==> config.mk <==
export PLATFORM = sky130hd
export DESIGN_NAME = dsil_front
export DESIGN_NICKNAME = d
export VERILOG_FILES = /design/src/design/dsil_pkg.sv /design/src/design/dsil_front.sv
export SDC_FILE = /design/constraint.sdc
export NUM_CORES = 1
export LEC_CHECK = 0
export BUFFER_PORTS_ARGS = -buffer_cell sky130_fd_sc_hd__buf_2
export CORE_MARGIN = 3
export CORE_UTILIZATION = 47
export DETAILED_ROUTE_END_ITERATION = 8
export PLACE_DENSITY = 0.77
export SKIP_CTS_REPAIR_TIMING = 1
export SYNTH_ARGS = -nofsm -noshare
export SYNTH_HDL_FRONTEND = slang
export SYNTH_SLANG_ARGS = --single-unit
==> constraint.sdc <==
create_clock -name clk -period 6.9 [get_ports clk]
set_input_delay 1.38 -clock clk [delete_from_list [all_inputs] [get_ports clk]]
set_output_delay 1.38 -clock clk [all_outputs]
set_load 0.02 [all_outputs]
==> src/design/dsil_pkg.sv <==
// Shared types and codes for the digest set insert/lookup block.
package dsil_pkg;

	localparam int DIGEST_W = 64;

	// Function codes carried on the func field.
	localparam logic FUNC_ADD    = 1'b0;
	localparam logic FUNC_LOOKUP = 1'b1;

	// One queued transaction.
	typedef struct packed {
		logic                func;
		logic [DIGEST_W-1:0] digest_high;
		logic [DIGEST_W-1:0] digest_low;
	} item_t;

	// Back-end sequencer states.
	typedef enum logic [1:0] {
		ST_CLEAR,
		ST_IDLE,
		ST_SCAN,
		ST_FINISH
	} back_state_t;

	// Back-end status seen by the top level.
	typedef struct packed {
		logic clearing;
		logic busy;
	} back_stat_t;

endpackage

==> src/design/dsil_front.sv <==
// Front end: accepts transactions, extracts the bucket index, queues them.
module dsil_front #(
	parameter int BKT_W = 12
) (
	input  logic                          clk,
	input  logic                          arst_n,
	input  logic                          in_valid,
	output logic                          in_stall,
	input  dsil_pkg::item_t               in_item,
	output logic                          q_valid,
	input  logic                          q_pop,
	output dsil_pkg::item_t               q_item,
	output logic [BKT_W-1:0]              q_bkt
);

	dsil_pkg::item_t    item_q [2];
	logic [BKT_W-1:0]   bkt_q  [2];
	logic               wr_ptr_q;
	logic               rd_ptr_q;
	logic [1:0]         cnt_q;
	logic               push;
	logic               pop;

	assign in_stall = (cnt_q == 2'd2);
	assign push     = in_valid && !in_stall;
	assign q_valid  = (cnt_q != 2'd0);
	assign pop      = q_pop && q_valid;
	assign q_item   = item_q[rd_ptr_q];
	assign q_bkt    = bkt_q[rd_ptr_q];

	always_ff @(posedge clk or negedge arst_n) begin
		if (!arst_n) begin
			wr_ptr_q <= 1'b0;
			rd_ptr_q <= 1'b0;
			cnt_q    <= 2'd0;
		end else begin
			if (push)
				wr_ptr_q <= !wr_ptr_q;
			if (pop)
				rd_ptr_q <= !rd_ptr_q;
			if (push && !pop)
				cnt_q <= cnt_q + 2'd1;
			else if (pop && !push)
				cnt_q <= cnt_q - 2'd1;
		end
	end

	// Payload slots, no reset. Bucket = top hex digits of the digest.
	always_ff @(posedge clk) begin
		if (push) begin
			item_q[wr_ptr_q] <= in_item;
			bkt_q[wr_ptr_q]  <= in_item.digest_high[dsil_pkg::DIGEST_W-1 -: BKT_W];
		end
	end

endmodule

Word level (Yosys, flattened, before mapping) --
Memory sizes are Yosys's and may differ from the RTL's. Cells that the tools add are included.
Word-level totals: logic and storage cells 23, bits of input ports 133, bits in registers 4, memories kept 2, ROM bits 0, bits in latches 0, output and inout port bits 143, RAM bits 282
Cells by class: bitwise operators 0, multipliers 0, add/subtract/negate cells 2, divide/modulo/power cells 0, shift-type cells 0, magnitude comparators 0, reductions and logical operators 11, mux-type cells 4, eq/ne operators 1
Memories:
- item_q | words 2, width 129, read ports 1, clocked after Yosys merged registers in 0, wr ports 1, line dsil_front.sv:16 | dsil_pkg::item_t item_q [2];
- bkt_q | words 2, width 12, read ports 1, clocked after Yosys merged registers in 0, wr ports 1, line dsil_front.sv:17 | logic [BKT_W-1:0] bkt_q [2];
Operator list (count):
- 1-bit zero test | 5
- 1-bit logical AND | 4
- 2-bit two-way mux | 2
- 2-bit nonzero test | 2
- 2-bit by 1-bit adder with 2-bit output, second input constant | 1
- 2-bit == test, second input constant | 1
- 1-bit two-way mux | 2
- 2-bit by 1-bit subtractor with 2-bit output, second input constant | 1

Depth between registers and ports, before layout --
depth after elaboration 7, depth in mapped cells 7, gate-level depth less buffers 7

Least setup slack after synthesis --
OpenSTA, ideal clock, no wires.
path kind in2reg, start point input in_valid, end point memory bkt_q[0][0] (enable), path slack -0.547 ns, setup time 0.619 ns, cell stages on the path 2, data required time 6.281 ns, path buffers 0, data arrival time 6.829 ns, path through nand2_1 -> nor2_1
On the way: cells in the longest elaborated chain, start to end 3
Ends and longest elaborated chain:
- from (decl) | line dsil_front.sv:7 | input logic in_valid,
- 1-bit logical AND | line dsil_front.sv:25 | assign push = in_valid && !in_stall;
- 1-bit two-way mux | line dsil_front.sv:50 | if (push) begin
- 1-bit two-way mux (implied by the code) | line dsil_front.sv:52 | bkt_q[wr_ptr_q] <= in_item.digest_high[dsil_pkg::DIGEST_W-1 -: BKT_W];
- to (decl) | line dsil_front.sv:17
Every way passes these cells.

==> flow_metrics.env <==
export IMPL_crit_path_max_fanout=74
export IMPL_max_stage_delay_ns=1.05
export IMPL_port_buffer_count=275
export IMPL_fillCellCount=1466
export IMPL_dp_hpwl_mm=12.5
export IMPL_cts_sinks=262
export IMPL_synth_area_um2=9620
export IMPL_utilization_pct=60.5
export IMPL_synthToLayoutAreaGrowth_pct=24.4
export IMPL_grt_pass1_wl_mm=27.3
export IMPL_run_status="finished, final reports clean"
export IMPL_dr_total_vias=4891
export IMPL_clk_path_buf_depth=3
export IMPL_finClkSkew_ns=0.0254
export IMPL_fp_dieArea_um2=22200
export IMPL_fp_dieW_um=149
export IMPL_end_kind="output port"
export IMPL_gr_total_overflow=0
export IMPL_start_util_pct=48.6
export IMPL_gp_congestion=0.742
export IMPL_cp_start_kind="flip-flop"
export IMPL_routedWlPerCell_um=18.2
export IMPL_arrival_ns=2.97
export IMPL_r2r_start="cnt_q[0]$_DFFE_PN0P_"
export IMPL_hp_start="cnt_q[0]$_DFFE_PN0P_"
export IMPL_slew_headroom_pct=32.7
export IMPL_clk_latency_ns=0.52
export IMPL_grt_pass1_vias=5122
export IMPL_grt_antenna_before_repair=4
export IMPL_cp_buffers_inverters=2
export IMPL_grt_max_degree=75
export IMPL_syn_inst=432
export IMPL_vdd_drop_max_mv=0.269
export IMPL_p_per_area_nw_per_um2=450
export IMPL_htree_levels=1
export IMPL_crit_type="reg -> out"
export IMPL_rows=51
export IMPL_grt_setup_unrepaired="no"
export IMPL_routed_wl_mm=18.2
export IMPL_nets=848
export IMPL_synth_fp_nets=566
export IMPL_critPathRequiredTime_ns=5.52
export IMPL_fin_setup_tns_ns=0
export IMPL_final_hold_violation_count=0
export IMPL_fp_dieH_um=149
export IMPL_drc=0
export IMPL_drv_slew=0
export IMPL_syn_mean_instance_area_um2=22.3
export IMPL_cap_violations=0
export IMPL_cp_slowest_cell="dfrtp_4"
export IMPL_cp_top_family="flip-flops"
export IMPL_setup_viol=0
export IMPL_ys_warn_count=0
export IMPL_fmax_ghz=0.230
export IMPL_period_needed_ns=4.35
export IMPL_worst_pin_slew_ns=1.01
export IMPL_cts_tree="done"
export IMPL_grt_usage_pct=15.6
export IMPL_drive_above_1_share_pct=61.6
export IMPL_p_total_mw=5.38
export IMPL_cts_root_buffer="clkbuf_16"
export IMPL_hold_slack_ns=0.526
export IMPL_min_path_type="reg -> reg"
export IMPL_synth_distinct_cells=15
export IMPL_crit_chain="buf_4, mux2_2, buf_2"
export IMPL_drt_iter0_drc=205
export IMPL_io_pins=276
export IMPL_multiInputGateArea_um2=1560
export IMPL_drtAntennaViolNets=0
export IMPL_drt_vias_per_instance=4.89
export IMPL_p_leak_nw=4.51
export IMPL_cp_startpoint="rd_ptr_q$_DFFE_PN0P_"
export IMPL_design_core_area_um2=19800
export IMPL_yosysSeqAreaShare_pct=81.5
export IMPL_fin_crit_sh_pct=63.0
export IMPL_numPlacedInstances=950
export IMPL_ys_ff_latch=262
export IMPL_path_clk_slew_ns=0.06
export IMPL_cts_buffers=27
export IMPL_final_cell_count_no_fill=1000
export IMPL_drt_pass1_iter_count=4
export IMPL_seqCellArea_um2=7850
[report_power, final]
group,internal (mW),total (mW),switching (mW)
clock network,0.755,1.32,0.562
logic,0.667,1.72,1.05
registers,2.18,2.34,0.163
[registers in the layout, summed over array words and instances (netlist names)]
register  cells
bkt_q        22
cnt_q         2
item_q      236
rd_ptr_q      1
wr_ptr_q      1
[synthesized netlist by cell type (all sizes together)]
library cell / number / area share (%)
and3: 1 / 0.065
or2: 1 / 0.065
xor2: 2 / 0.18
mux2: 129 / 15
xnor2: 3 / 0.27
ha: 1 / 0.13
inv: 2 / 0.078
nor2: 2 / 0.078
buf: 26 / 2.3
edfxtp: 258 / 81
dfrtp: 4 / 1.0
nand2: 2 / 0.078
nand2b: 1 / 0.065
[worst paths after layout]
check                                          endpoint  slack (ns)  cells after the start
min in group asynchronous          cnt_q[0]$_DFFE_PN0P_        0.65                      1
worst max register to register  item_q[1][85]$_DFFE_PP_        4.21                      3
worst min register to register     cnt_q[0]$_DFFE_PN0P_        0.53                      1
worst min-delay path               cnt_q[0]$_DFFE_PN0P_        0.53                      1
worst max-delay path                         q_item[55]        2.55                      3
max in group asynchronous          rd_ptr_q$_DFFE_PN0P_        6.12                      1
[cell usage in the layout, fill, tap and decap left out, drive strengths merged]
master	instances
and3	1
buf	279
bufinv	1
clkbuf	30
clkinv	14
clkinvlp	2
dfrtp	4
diode	1
edfxtp	258
ha	1
inv	4
mux2	129
nand2	2
nand2b	1
nor2	2
or2	1
xnor2	3
xor2	2
[routing by layer]
metal  global-route usage (%)  vias up  routed length [um]  share of wire [%]
met5                        0        -                  36               0.20
met4                     4.99        6                 577                3.2
met3                     5.53       45                1630                8.9
met2                     27.0      204                9110                 50
met1                     18.2     2373                6890                 38
li1                         -     2263                   -                  -
[worst reg2reg max path, cell delays in order (launching register included)]
cell and delay [ns]:
dfrtp_1 0.40, nand2b_1 0.17, and3_4 0.81, buf_4 0.86
[kinds of logic (layout without fill, tap and decap cells)]
family | Yosys count | in the layout | synth area share [%]
xor gates and xnor gates | 5 | 5 | 0.455
adders and majority gates | 1 | 1 | 0.130
buffers and inverters | 28 | 330 | 2.42
DFF | 262 | 262 | 81.5
muxes | 129 | 129 | 15.1
other | 0 | 1 | 0
and+or+nand+nor | 7 | 7 | 0.351
[through the flow]
stage,instance area [um2],setup slack [ns]
final,12000,2.55
after global routing,12000,2.37
after CTS,12000,2.47
after detailed placement,11200,3.05
after global placement,11200,3.12
after floorplan,9630,1.63
[cell type report]
class	instances	area share, %
Antenna cell	1	0.0209
Clock buffer	30	5.74
Clock inverter	19	1.08
Inverter	2	0.0627
Multi-Input combinational cell	142	13.0
Sequential cell	262	65.6
Tap cell	265	2.77
Timing Repair Buffer	279	11.7
Power figures use the tool's default switching activity.
